$ cat src/rtl/trapezoidal_motion_profile_macros.svh
// assertion macros for the motion profile block
`ifndef TRAPEZOIDAL_MOTION_PROFILE_MACROS_SVH
`define TRAPEZOIDAL_MOTION_PROFILE_MACROS_SVH
`ifndef NO_ASSERTIONS
`define TMP_ASSERT(label, clk, rst_n, prop, msg) \
  label: assert property (@(posedge clk) disable iff (!rst_n) (prop)) else $error(msg);
`define TMP_ASSERT_NEXT(label, clk, rst_n, pre, post, msg) \
  label: assert property (@(posedge clk) disable iff (!rst_n) (pre) |=> (post)) else $error(msg);
`else
`define TMP_ASSERT(label, clk, rst_n, prop, msg)
`define TMP_ASSERT_NEXT(label, clk, rst_n, pre, post, msg)
`endif
`endif

$ cat src/rtl/tmp_pkg.sv
package tmp_pkg;

  localparam int unsigned W = 64;
  localparam logic signed [W-1:0] SMAX = {1'b0, {(W-1){1'b1}}};
  localparam logic signed [W-1:0] SMIN = {1'b1, {(W-1){1'b0}}};
  localparam logic signed [W-1:0] THRESH = 64'sd42949673;

  localparam logic [62:0] MAX_SPEED_RST = 63'd42949672960;
  localparam logic [62:0] MAX_ACCEL_RST = 63'd214748364800;
  localparam logic [32:0] PERIOD_RST = 33'd429497;

  localparam logic [1:0] REG_MAX_SPEED = 2'd0;
  localparam logic [1:0] REG_MAX_ACCEL = 2'd1;
  localparam logic [1:0] REG_PERIOD = 2'd2;

  // datapath micro-operations
  typedef enum logic [4:0] {
    OP_NOP,
    OP_LOAD,      // latch word, apply abort
    OP_TA_DIV,    // ta = vmax / amax
    OP_TA_SQ,     // tmp = ta*ta
    OP_RAMP,      // ramp = amax*tmp / 2
    OP_START,     // start test and setup
    OP_CT_DIV,    // cruise_time division
    OP_SHAPE,     // choose trapezoid or roof
    OP_ROOF_DIV,  // tmp = dmul(req-meas) / amax
    OP_ROOF_SQRT, // total = 2*sqrt(tmp)
    OP_TICK,      // advance time, pick phase
    OP_SPD_MUL,   // speed update
    OP_POS_MUL,   // position update
    OP_FINISH     // clamps, end test, output
  } op_e;

  typedef enum logic [3:0] {
    S_IDLE, S_LOAD, S_TA, S_TA_SQ, S_RAMP, S_START, S_CT, S_SHAPE,
    S_ROOF_DIV, S_ROOF_SQRT, S_TICK, S_SPD, S_POS, S_FINISH, S_OUT
  } state_e;

  typedef struct packed {
    op_e  op;
    logic go;   // start of a multicycle unit
  } cmd_t;

  typedef struct packed {
    logic busy;
    logic need_start; // elapsed time zero
  } stat_t;

  function automatic logic signed [W-1:0] sadd(logic signed [W-1:0] a,
                                               logic signed [W-1:0] b);
    logic signed [W-1:0] s;
    s = a + b;
    if (a[W-1] == b[W-1] && s[W-1] != a[W-1]) s = a[W-1] ? SMIN : SMAX;
    return s;
  endfunction

  function automatic logic signed [W-1:0] sneg(logic signed [W-1:0] a);
    return (a == SMIN) ? SMAX : -a;
  endfunction

  function automatic logic signed [W-1:0] ssub(logic signed [W-1:0] a,
                                               logic signed [W-1:0] b);
    logic signed [W-1:0] s;
    s = a - b;
    if (a[W-1] != b[W-1] && s[W-1] != a[W-1]) s = a[W-1] ? SMIN : SMAX;
    return s;
  endfunction

  function automatic logic [W-1:0] mag(logic signed [W-1:0] a);
    return a[W-1] ? (~a + 64'd1) : a;
  endfunction

  function automatic logic signed [W-1:0] from_mag(logic [W-1:0] m, logic neg,
                                                   logic over);
    logic signed [W-1:0] r;
    if (neg) r = (over || m[W-1]) ? SMIN : -m;
    else r = (over || m[W-1]) ? SMAX : m;
    return r;
  endfunction

endpackage

$ cat src/rtl/tmp_ctrl.sv
module tmp_ctrl
  import tmp_pkg::*;
(
  input  logic   clk_i,
  input  logic   rst_ni,
  input  logic   in_valid_i,
  output logic   in_ready_o,
  output logic   out_valid_o,
  input  logic   out_ready_i,
  input  stat_t  stat_i,
  output cmd_t   cmd_o,
  output state_e state_o
);
  state_e state_q, state_d;
  logic   go_q, go_d;   // first cycle in a unit state launches the unit
  logic   rslt_q, rslt_d;
  logic   start_ok;

  assign start_ok = stat_i.need_start;

  always_comb begin
    state_d = state_q;
    go_d = 1'b0;
    rslt_d = rslt_q;
    if (rslt_q && out_ready_i) rslt_d = 1'b0;
    unique case (state_q)
      S_IDLE:   if (in_valid_i && !rslt_q) state_d = S_LOAD;
      S_LOAD:   begin state_d = S_TA; go_d = 1'b1; end
      S_TA:     if (!go_q && !stat_i.busy) begin state_d = S_TA_SQ; go_d = 1'b1; end
      S_TA_SQ:  if (!go_q && !stat_i.busy) begin state_d = S_RAMP; go_d = 1'b1; end
      S_RAMP:   if (!go_q && !stat_i.busy) state_d = S_START;
      S_START:  if (start_ok) begin state_d = S_CT; go_d = 1'b1; end
                else state_d = S_TICK;
      S_CT:     if (!go_q && !stat_i.busy) state_d = S_SHAPE;
      S_SHAPE:  begin state_d = S_ROOF_DIV; go_d = 1'b1; end
      S_ROOF_DIV:  if (!go_q && !stat_i.busy) begin
                     state_d = S_ROOF_SQRT; go_d = 1'b1;
                   end
      S_ROOF_SQRT: if (!go_q && !stat_i.busy) state_d = S_TICK;
      S_TICK:   begin state_d = S_SPD; go_d = 1'b1; end
      S_SPD:    if (!go_q && !stat_i.busy) begin state_d = S_POS; go_d = 1'b1; end
      S_POS:    if (!go_q && !stat_i.busy) state_d = S_FINISH;
      S_FINISH: state_d = S_OUT;
      S_OUT:    begin state_d = S_IDLE; rslt_d = 1'b1; end
      default:  state_d = S_IDLE;
    endcase
  end

  // the roof steps run on every word that takes the setup path and only set the total when the shape is a roof
  always_comb begin
    cmd_o.op = OP_NOP;
    cmd_o.go = go_q;
    unique case (state_q)
      // the word is latched at its accepting edge
      S_IDLE:      if (in_valid_i && !rslt_q) cmd_o.op = OP_LOAD;
      S_TA:        cmd_o.op = OP_TA_DIV;
      S_TA_SQ:     cmd_o.op = OP_TA_SQ;
      S_RAMP:      cmd_o.op = OP_RAMP;
      S_START:     cmd_o.op = OP_START;
      S_CT:        cmd_o.op = OP_CT_DIV;
      S_SHAPE:     cmd_o.op = OP_SHAPE;
      S_ROOF_DIV:  cmd_o.op = OP_ROOF_DIV;
      S_ROOF_SQRT: cmd_o.op = OP_ROOF_SQRT;
      S_TICK:      cmd_o.op = OP_TICK;
      S_SPD:       cmd_o.op = OP_SPD_MUL;
      S_POS:       cmd_o.op = OP_POS_MUL;
      S_FINISH:    cmd_o.op = OP_FINISH;
      default:     cmd_o.op = OP_NOP;
    endcase
    if (!(!go_q && !stat_i.busy) && state_q != S_LOAD && state_q != S_START &&
        state_q != S_SHAPE && state_q != S_TICK && state_q != S_FINISH)
      cmd_o.op = go_q ? cmd_o.op : OP_NOP;
    in_ready_o = (state_q == S_IDLE) && !rslt_q;
    out_valid_o = rslt_q;
  end

  always_ff @(posedge clk_i or negedge rst_ni) begin
    if (!rst_ni) begin
      state_q <= S_IDLE;
      go_q <= 1'b0;
      rslt_q <= 1'b0;
    end else begin
      state_q <= state_d;
      go_q <= go_d;
      rslt_q <= rslt_d;
    end
  end

  assign state_o = state_q;
endmodule

$ cat config.mk
export PLATFORM = sky130hd
export DESIGN_NAME = tmp_ctrl
export DESIGN_NICKNAME = d
export VERILOG_FILES = /design/src/rtl/trapezoidal_motion_profile_macros.svh /design/src/rtl/tmp_pkg.sv /design/src/rtl/tmp_ctrl.sv
export SDC_FILE = /design/constraint.sdc
export NUM_CORES = 1
export LEC_CHECK = 0
export BUFFER_PORTS_ARGS = -buffer_cell sky130_fd_sc_hd__buf_2
export CORE_AREA = 2 2 39 41
export CTS_CLUSTER_SIZE = 28
export DETAILED_ROUTE_END_ITERATION = 12
export DIE_AREA = 0 0 41 43
export GPL_TIMING_DRIVEN = 0
export PLACE_DENSITY = 0.66
export SYNTH_ARGS = -nofsm -noshare
export SYNTH_HDL_FRONTEND = slang
export SYNTH_SLANG_ARGS = --single-unit
$ cat constraint.sdc
create_clock -name clk_i -period 4.45 [get_ports clk_i]
set_input_delay 0.6675 -clock clk_i [delete_from_list [all_inputs] [get_ports clk_i]]
set_output_delay 0.6675 -clock clk_i [all_outputs]
set_load 0.03 [all_outputs]
==> impl_metrics.json, run 1 <==
{
  "nFillCells": 145,
  "insertedDiodeCount": 0,
  "number_of_global_route_vias_before_repair": 484,
  "gr-usage-all-layers": 0.1838,
  "holdCritPathClass": "in -> async",
  "hold_slack_ns": 0.2383,
  "status": "finished, final reports clean",
  "combinational_family_with_the_most_area_after_synthesis": "compound AO/OA/AOI/OAI gates",
  "drt-total-wl_um": 1268,
  "detail-route-antenna-nets": 0,
  "placementRows": 14,
  "share_of_synthesized_cell_area_in_and_or_nand_and_nor_gates": 0.1859,
  "nNetsFinal": 92,
  "layout_common_cells": "sky130_fd_sc_hd__buf_2, sky130_fd_sc_hd__a21oi_1, sky130_fd_sc_hd__dfrtp_1",
  "ctsHoldBuffers": 0,
  "worst_ep_required_time_ns": 3.78,
  "hold_viol": 0,
  "final_setup_margin_ns": 2.058,
  "finalWeightedCongestion": 0.7369,
  "ys_seq_elements": 6,
  "floorplan.initialDensity": 0.3843,
  "fin_skew_ns": 0.001638,
  "setup_tns_ns": 0,
  "worst_setup_hold_path_clk_slew_ns": 0.04,
  "grt_overflow_total": 0,
  "summed_instance_area_of_the_synthesized_netlist_um2": 531.8,
  "synth.yosys.seq_area_share": 0.2824,
  "yosysWarnings": 0,
  "cp_max_fo": 7,
  "layout-area-overhead-vs-synth_pct": 23.06,
  "path_class": "in -> out",
  "synth-adder-area-share": 0.01882,
  "numClockSinks": 6,
  "ios": 18,
  "grt_first_pass_wirelength_um": 2187,
  "post-cts-setup-buffers": 0,
  "cts-buffers-inserted": 3,
  "complex_gate_fraction_of_the_synthesized_area": 0.3624,
  "wl_per_cell_um": 12.68,
  "most_common_library_cell_in_the_layout_ignoring_fill_and_taps": "sky130_fd_sc_hd__buf_2",
  "worstSetupStartpointType": "input port",
  "grt_setup_unrepaired": "no",
  "arrival_time_at_the_worst_endpoint_ns": 1.72,
  "antenna_found_initial": 0,
  "root_buffer": "sky130_fd_sc_hd__clkbuf_4",
  "io_buffer_count": 16,
  "remaining_drc_errors": 0,
  "synth_area_in_xor_xnor": 0,
  "detail_route.vias_per_cell": 5.520,
  "die-area_um2": 1763,
  "post-route-period-util": 0.5374,
  "core_area_um2": 1384,
  "placement.setup.worst_slack_ns": 2.081,
  "drv.max_cap_violation_count": 0,
  "tritoncts_clock_tree": "yes",
  "max_freq_ghz": 0.4181,
  "setup_viol_count_final": 0,
  "detailedPlacementHpwl_um": 975.2,
  "synthesis.instances": 65,
  "critPathCaptureType": "primary output",
  "clock_insertion_delay_worst_skew_ns": 0.24,
  "post_synthesis_net_count": 71,
  "vias": 552,
  "die_wd_um": 41,
  "drt_iter0_drc": 11,
  "drt_pass1_iterations": 4,
  "drive_gt1_frac": 0.3333,
  "avgSynthCellArea_um2": 8.181,
  "cts_resized": 0,
  "ctsLongestPathBuffers": 2,
  "count_of_h_tree_levels_built_during_cts": 1,
  "synth.area.mux_share": 0.02118,
  "largest_net_degree_at_the_start_of_global_routing": 11,
  "timing.final.max_slew_violations": 0,
  "floorplan.die.height_um": 43,
  "synthDistinctLibCells": 33,
  "period_needed_ns": 2.392
}
-- flip-flops by register name, indices dropped and copies added, names as in the netlist --
name / cells
state_o: 4
out_valid_o: 1
go_q: 1
-- worst paths after layout --
kind	startpoint	to	slack, ns	cells past startpoint
setup / recovery	stat_i[1]	cmd_o[1]	2.06	5
hold / removal	rst_ni	out_valid_o	0.24	1
min in group clk_i	out_valid_o	out_valid_o	0.58	2
max in group asynchronous	rst_ni	state_o[3]	4.08	1
hold reg to reg	out_valid_o	out_valid_o	0.58	2
setup reg to reg	state_o[3]	state_o[2]	2.91	3
-- layer usage --
metal | vias up | wire length (µm) | GRT usage
li1 | 280 | - | -
met1 | 260 | 567 | 0.2557
met2 | 12 | 650 | 0.2688
met3 | 0 | 50 | 0.06283
met4 | 0 | 0 | 0.04000
met5 | - | 0 | 0
-- cell usage after synthesis --
| library cell | count | share of area |
|---|---|---|
| sky130_fd_sc_hd__nor2b_1 | 2 | 0.024 |
| sky130_fd_sc_hd__inv_1 | 5 | 0.035 |
| sky130_fd_sc_hd__dfrtp_1 | 6 | 0.28 |
| sky130_fd_sc_hd__a211oi_1 | 1 | 0.014 |
| sky130_fd_sc_hd__buf_6 | 1 | 0.021 |
| sky130_fd_sc_hd__a211o_1 | 1 | 0.016 |
| sky130_fd_sc_hd__nand3_1 | 1 | 0.0094 |
| sky130_fd_sc_hd__a221oi_1 | 1 | 0.016 |
| sky130_fd_sc_hd__o22ai_1 | 1 | 0.012 |
| sky130_fd_sc_hd__o21ai_0 | 2 | 0.019 |
| sky130_fd_sc_hd__maj3_1 | 1 | 0.019 |
| sky130_fd_sc_hd__nand2_1 | 2 | 0.014 |
| sky130_fd_sc_hd__a32o_1 | 1 | 0.019 |
| sky130_fd_sc_hd__mux2_1 | 1 | 0.021 |
| sky130_fd_sc_hd__or3_4 | 1 | 0.021 |
| sky130_fd_sc_hd__nand3b_1 | 1 | 0.014 |
| sky130_fd_sc_hd__o311ai_0 | 1 | 0.016 |
| sky130_fd_sc_hd__o21bai_1 | 1 | 0.014 |
| sky130_fd_sc_hd__a2bb2oi_1 | 2 | 0.033 |
| sky130_fd_sc_hd__nor4_1 | 2 | 0.024 |
| sky130_fd_sc_hd__buf_4 | 2 | 0.028 |
| sky130_fd_sc_hd__buf_2 | 4 | 0.038 |
| sky130_fd_sc_hd__o21a_1 | 4 | 0.056 |
| sky130_fd_sc_hd__nor3_1 | 1 | 0.0094 |
| sky130_fd_sc_hd__a31o_2 | 1 | 0.016 |
| sky130_fd_sc_hd__o211a_1 | 1 | 0.019 |
| sky130_fd_sc_hd__a21oi_1 | 8 | 0.075 |
| sky130_fd_sc_hd__a32oi_1 | 1 | 0.016 |
| sky130_fd_sc_hd__nor2_1 | 3 | 0.021 |
| sky130_fd_sc_hd__nor3b_1 | 1 | 0.014 |
| sky130_fd_sc_hd__o32a_1 | 1 | 0.019 |
| sky130_fd_sc_hd__conb_1 | 1 | 0.0071 |
| sky130_fd_sc_hd__nand2b_1 | 3 | 0.035 |
-- worst max-delay path, cell delays in order --
cell                      delay [ns]
sky130_fd_sc_hd__buf_2          0.11
sky130_fd_sc_hd__nor2b_1        0.38
sky130_fd_sc_hd__o21ai_0        0.16
sky130_fd_sc_hd__a31o_2         0.24
sky130_fd_sc_hd__buf_2          0.17
-- stage by stage --
stage,instance area (µm²),util,std cells
after floorplan,531.8,-,65
after global placement,631.9,0.4566,97
after detailed placement,631.9,0.4566,97
after CTS,654.4,0.4729,100
after global routing,654.4,0.4729,100
final,654.4,0.4729,100
-- area by class of cell --
type                    instances  area (µm²)  share of cell area
clock buffers                   3       22.52             0.03442
plain buffers                   7       46.29             0.07075
multi-input cells              47       316.6              0.4837
well taps                      16       20.02             0.03059
repair buffers                 16       80.08              0.1224
inverters                       5       18.77             0.02868
flip-flops and latches          6       150.1              0.2294
-- cell families after synthesis --
| family | Yosys count |
|---|---|
| AO/OA/AOI/OAI | 27 |
| AND/OR/NAND/NOR | 17 |
| buffers and inverters | 12 |
| flip-flops | 6 |
| multiplexers | 1 |
| adder cells (fa/ha/maj) | 1 |
| other | 1 |
Power of run 1 is left out: the tool's default activity adds up to more than one toggle a clock period on the data nets, which glitch-free logic cannot reach.
==> run 2, diff against run 1 <==
ABC_AREA = 1   (was not set)
PLACE_DENSITY = 0.69   (was 0.66)
clock period = 2.03 ns   (was 4.45 ns; I/O delays follow)
==> impl_metrics.json, run 2 <==
{
  "status": "finished, final reports clean",
  "die-area_um2": 1763,
  "cts-buffers-inserted": 3,
  "holdCritPathClass": "in -> reg",
  "layout_common_cells": "sky130_fd_sc_hd__nand2_1, sky130_fd_sc_hd__buf_2, sky130_fd_sc_hd__nor2_1",
  "drt-total-wl_um": 1315,
  "worst_ep_required_time_ns": 1.73,
  "numClockSinks": 6,
  "post-synth-top-area-cell": "sky130_fd_sc_hd__dfrtp_1",
  "grt.met2_usage": 0.2469,
  "ios": 18,
  "setup_tns_ns": 0,
  "floorplan.initialDensity": 0.3870,
  "die_wd_um": 41,
  "grt_first_pass_wirelength_um": 2132,
  "post_synthesis_net_count": 93,
  "fin_area_um2": 668.1,
  "insertedDiodeCount": 0,
  "stdcell_count": 123,
  "drt_pass1_iterations": 4,
  "fin_skew_ns": 0.009524,
  "finalWeightedCongestion": 0.8073,
  "synthArstFlopShare": 1.000,
  "r2r_setup_slack_ns": 0.80,
  "arrival_time_at_the_worst_endpoint_ns": 1.54,
  "gr-usage-all-layers": 0.1847,
  "met3_global_route_usage": 0.04712,
  "synth_enable_flop_cells": 0,
  "detailedPlacementHpwl_um": 1020,
  "synth.yosys.seq_area_share": 0.2804,
  "io_buffer_count": 16,
  "summed_instance_area_of_the_synthesized_netlist_um2": 535.5,
  "synthesis.instances": 87,
  "ys_seq_elements": 6,
  "timing.final.max_slew_violations": 0,
  "synthDistinctLibCells": 21,
  "cp_max_fo": 10,
  "nNetsFinal": 115,
  "drive_gt1_frac": 0.3364,
  "layout-area-overhead-vs-synth_pct": 24.77,
  "synth.most_common_cell": "sky130_fd_sc_hd__nand2_1",
  "synth_top_area_share": 0.2804,
  "yosysWarnings": 0,
  "worst_setup_hold_path_clk_slew_ns": 0.04,
  "root_buffer": "sky130_fd_sc_hd__clkbuf_4",
  "core_area_um2": 1384,
  "hold_viol": 0,
  "grt_setup_unrepaired": "no",
  "post_synth_most_frequent_cells": "sky130_fd_sc_hd__nand2_1, sky130_fd_sc_hd__nor2_1, sky130_fd_sc_hd__nand3_1, sky130_fd_sc_hd__dfrtp_1, sky130_fd_sc_hd__inv_2",
  "most_common_library_cell_in_the_layout_ignoring_fill_and_taps": "sky130_fd_sc_hd__nand2_1",
  "ctsLongestPathBuffers": 2,
  "drv.max_cap_violation_count": 0,
  "startpoint": "state_o[2]",
  "count_of_h_tree_levels_built_during_cts": 1,
  "critPathCaptureType": "primary output",
  "critical_path.reg2reg.startpoint": "state_o[0]",
  "global_route.usage.met1": 0.2516,
  "path_class": "reg -> out",
  "p_per_cell_area_nw_per_um2": 1975,
  "number_of_global_route_vias_before_repair": 508,
  "wl_per_cell_um": 10.69,
  "clock_insertion_delay_worst_skew_ns": 0.25,
  "largest_reg_flops": 4,
  "dpl.cell_count": 119,
  "floorplan.die.height_um": 43,
  "drt_iter0_drc": 11,
  "placementRows": 14,
  "netlist_top_cells_area": "sky130_fd_sc_hd__dfrtp_1, sky130_fd_sc_hd__nand2_1, sky130_fd_sc_hd__nor2_1, sky130_fd_sc_hd__nand3_1, sky130_fd_sc_hd__buf_4",
  "nFillCells": 156,
  "endpoint": "cmd_o[1]",
  "synth-main-ff-cell": "sky130_fd_sc_hd__dfrtp_1",
  "period_needed_ns": 1.847,
  "post-route-period-util": 0.9098,
  "largest_net_degree_at_the_start_of_global_routing": 11,
  "setup_viol_count_final": 0,
  "max_freq_ghz": 0.5414,
  "rr_endpoint": "state_o[2]",
  "grt_overflow_total": 0,
  "detail_route.vias_per_cell": 4.894,
  "remaining_drc_errors": 0,
  "detail-route-antenna-nets": 0,
  "placed_cell_area_um2": 635.6,
  "worstSetupStartpointType": "register",
  "tritoncts_clock_tree": "yes",
  "reg2regPathDepth": 8,
  "global_route.peak_usage_layer": "met1",
  "vias": 602,
  "avgSynthCellArea_um2": 6.155,
  "vdd.ir_drop.worst_mv": 0.6355,
  "antenna_found_initial": 0,
  "power_leakage_nw": 0.3812
}
==> run 2: changes by cell type in the layout (fill, tap and decap cells not counted), moves of 4 or more <==
cell,previous run,this run
sky130_fd_sc_hd__nand3_1,1,7
sky130_fd_sc_hd__nor2_1,3,14
sky130_fd_sc_hd__inv_2,0,4
sky130_fd_sc_hd__a21oi_1,8,0
sky130_fd_sc_hd__nand2_1,2,29
sky130_fd_sc_hd__o21a_1,4,0
==> run 2: how the worst min path moves through the flow <==
stage / start / to / slack, ns / depth (start not counted)
5_1_grt: out_ready_i / out_valid_o / 0.26 / 2
2_1_floorplan: rst_ni / go_q / 0.009 / 0
3_3_place_gp: rst_ni / go_q / 0.15 / 1
6_report: out_ready_i / out_valid_o / 0.26 / 2
3_5_place_dp: rst_ni / go_q / 0.15 / 1
4_1_cts: out_ready_i / out_valid_o / 0.26 / 2
==> run 2: critical path, stage by stage (launching register included) <==
cell,delay (ns)
sky130_fd_sc_hd__dfrtp_1,0.36
sky130_fd_sc_hd__buf_2,0.19
sky130_fd_sc_hd__inv_2,0.09
sky130_fd_sc_hd__nand2_1,0.08
sky130_fd_sc_hd__o21ai_1,0.21
sky130_fd_sc_hd__nor2_2,0.08
sky130_fd_sc_hd__nor2_1,0.09
sky130_fd_sc_hd__buf_2,0.19
==> run 2: per-stage QoR <==
stage	util	power [W]	setup WS [ns]	hold slack (ns)
after floorplan	-	0.0009857	0.2022	0.008909
after global placement	0.4593	0.001188	0.4524	0.1478
after detailed placement	0.4593	0.001204	0.4551	0.1502
after CTS	0.4828	0.001328	0.1829	0.2564
after global routing	0.4828	0.001450	0.03627	0.2636
final	0.4828	0.001319	0.1830	0.2620
==> run 2: routing by layer <==
layer,vias up,part of all wire
li1,312,-
met1,264,0.48
met2,21,0.43
met3,5,0.058
met4,0,0.027
met5,-,0
==> run 2: power breakdown <==
part	total, W	switching [W]	internal (W)	leakage (nW)
combinational	0.000958	0.000659	0.000299	0.292
sequential	0.000244	0.0000697	0.000175	0.0751
clock	0.000117	0.0000500	0.0000674	0.0138
==> run 2: cells by family (layout without fill, tap and decap cells) <==
group,count (synthesis),in the layout,synth area share
AO/OA/AOI/OAI,6,6,0.06310
AND/OR/NAND/NOR,62,62,0.5420
buffers and inverters,12,32,0.1074
flip-flops,6,6,0.2804
other,1,1,0.007003
==> run 2: final cells by class <==
cell class,count,area [µm²],share of cell area
buffer,4,27.53,0.04120
tap,16,20.02,0.02996
clock buffer,3,22.52,0.03371
multi-input combinational,69,327.8,0.4906
inverter,8,30.03,0.04494
sequential,6,150.1,0.2247
timing repair buffer,17,90.09,0.1348
==> run 2: repair_timing <==
| action | in CTS | in global routing |
|---|---|---|
| resized for setup | 0 | 0 |
| hold buffers | 1 | 0 |
| endpoints found under the hold margin | 6 | 0 |
| setup buffers | 0 | 0 |
Note: power is estimated with default switching activity, not from simulation.
==> run 3, diff against run 2 <==
PLACE_DENSITY = not set   (was 0.69)
PLACE_DENSITY_LB_ADDON = 0.25   (was not set)
==> impl_metrics.json, run 3 (synthesis results as in run 2) <==
{
  "worst_path_max_delay_cell": "sky130_fd_sc_hd__dfrtp_1",
  "ctsLongestPathBuffers": 2,
  "gr-usage-all-layers": 0.1724,
  "nFillCells": 158,
  "die_wd_um": 41,
  "grt_first_pass_wirelength_um": 1987,
  "detailedPlacementHpwl_um": 1003,
  "wl_per_cell_um": 10.11,
  "holdCritPathClass": "in -> reg",
  "setup_tns_ns": 0,
  "number_of_global_route_vias_before_repair": 492,
  "worstSetupStartpointType": "register",
  "die-area_um2": 1763,
  "largest_reg_flops": 4,
  "p_per_cell_area_nw_per_um2": 1963,
  "hold_viol": 0,
  "met3_global_route_usage": 0.04712,
  "reg2regPathDepth": 7,
  "global_route.usage.met1": 0.1987,
  "grt.met2_usage": 0.2594,
  "timing.final.max_slew_violations": 0,
  "detail-route-antenna-nets": 0,
  "ios": 18,
  "drt_iter0_drc": 10,
  "root_buffer": "sky130_fd_sc_hd__clkbuf_4",
  "power_leakage_nw": 0.3812,
  "drt-total-wl_um": 1244,
  "vias": 594,
  "rr_endpoint": "state_o[2]",
  "nNetsFinal": 115,
  "critPathCaptureType": "primary output",
  "critical_path.cell_chain": "buf_2, inv_2, nand2_1, o21ai_1, nor2_2, nor2_1, buf_2",
  "finalWeightedCongestion": 0.8125,
  "insertedDiodeCount": 0,
  "arrival_time_at_the_worst_endpoint_ns": 1.57,
  "r2r_setup_slack_ns": 0.78,
  "min_from": "out_ready_i",
  "ctsHoldBuffers": 1,
  "count_of_h_tree_levels_built_during_cts": 1,
  "placementRows": 14,
  "period_needed_ns": 1.877,
  "cts_resized": 0,
  "most_common_library_cell_in_the_layout_ignoring_fill_and_taps": "sky130_fd_sc_hd__nand2_1",
  "setup_viol_count_final": 0,
  "vdd.ir_drop.worst_mv": 0.8276,
  "drv.max_cap_violation_count": 0,
  "post-route-period-util": 0.9246,
  "dpl.cell_count": 119,
  "detail_route.vias_per_cell": 4.829,
  "layout_common_cells": "sky130_fd_sc_hd__nand2_1, sky130_fd_sc_hd__buf_2, sky130_fd_sc_hd__nor2_1",
  "worstHoldPathCells": 2,
  "drt_pass1_iterations": 5,
  "core_area_um2": 1384,
  "cp_max_fo": 10,
  "max_freq_ghz": 0.5328,
  "global_route.peak_usage_layer": "met2",
  "worst_setup_hold_path_clk_slew_ns": 0.05,
  "clock_insertion_delay_worst_skew_ns": 0.26,
  "layout-area-overhead-vs-synth_pct": 24.77,
  "tritoncts_clock_tree": "yes",
  "floorplan.initialDensity": 0.3870,
  "critPathMostFrequentCell": "sky130_fd_sc_hd__buf_2",
  "post-cts-setup-buffers": 0,
  "largest_net_degree_at_the_start_of_global_routing": 11,
  "fin_total_pwr_w": 0.001311,
  "min_to": "out_valid_o",
  "numClockSinks": 6,
  "io_buffer_count": 16,
  "worst_ep_required_time_ns": 1.73,
  "stdcell_count": 123,
  "path_class": "reg -> out",
  "critical_path.reg2reg.startpoint": "state_o[2]",
  "grt_setup_unrepaired": "no",
  "cts-buffers-inserted": 3,
  "fin_skew_ns": 0.006017,
  "grt_overflow_total": 0,
  "drive_gt1_frac": 0.3364,
  "floorplan.die.height_um": 43,
  "remaining_drc_errors": 0,
  "cp_slowest_stage_delay_ns": 0.38,
  "status": "finished, final reports clean",
  "antenna_found_initial": 0
}
-- run 3: layout make-up --
type	instances	area, µm²	share of cell area
flip-flops and latches	6	150.1	0.2247
plain buffers	4	27.53	0.04120
repair buffers	17	90.09	0.1348
clock buffers	3	22.52	0.03371
inverters	8	30.03	0.04494
multi-input cells	69	327.8	0.4906
well taps	16	20.02	0.02996
-- run 3: how the worst max path moves through the flow --
stage | start | end | slack [ns] | cells after the start
global placement | state_o[2] | cmd_o[1] | 0.45 | 7
CTS | state_o[2] | cmd_o[1] | 0.15 | 7
detailed placement | state_o[2] | cmd_o[1] | 0.42 | 7
finish | state_o[2] | cmd_o[1] | 0.15 | 7
floorplan | state_o[2] | cmd_o[1] | 0.20 | 6
global route | state_o[2] | cmd_o[1] | 0.04 | 7
-- run 3: critical path, delay by kind of cell, from the launching register on --
family	cells	cell delay (ns)
AND/OR/NAND/NOR	3	0.25
AO/OA/AOI/OAI	1	0.21
flip-flops	1	0.38
buffers and inverters	3	0.47
-- run 3: per-layer routing --
metal / wire length (µm) / vias up
li1: - / 314
met5: 0 / -
met2: 586 / 20
met4: 36 / 0
met1: 538 / 256
met3: 83 / 4
-- run 3: where the power goes --
part / switching, W / leakage (nW) / internal (W)
sequential: 0.0000675 / 0.0751 / 0.000175
clock: 0.0000498 / 0.0138 / 0.0000673
combinational: 0.000653 / 0.292 / 0.000299
-- run 3: through the flow --
stage / area, µm² / hold WS (ns) / setup slack [ns] / util
2_1_floorplan: 535.5 / 0.008909 / 0.2022 / -
3_3_place_gp: 635.6 / 0.1438 / 0.4531 / 0.4593
3_5_place_dp: 635.6 / 0.1475 / 0.4242 / 0.4593
4_1_cts: 668.1 / 0.2489 / 0.1508 / 0.4828
5_1_grt: 668.1 / 0.2655 / 0.04067 / 0.4828
6_report: 668.1 / 0.2506 / 0.1530 / 0.4828
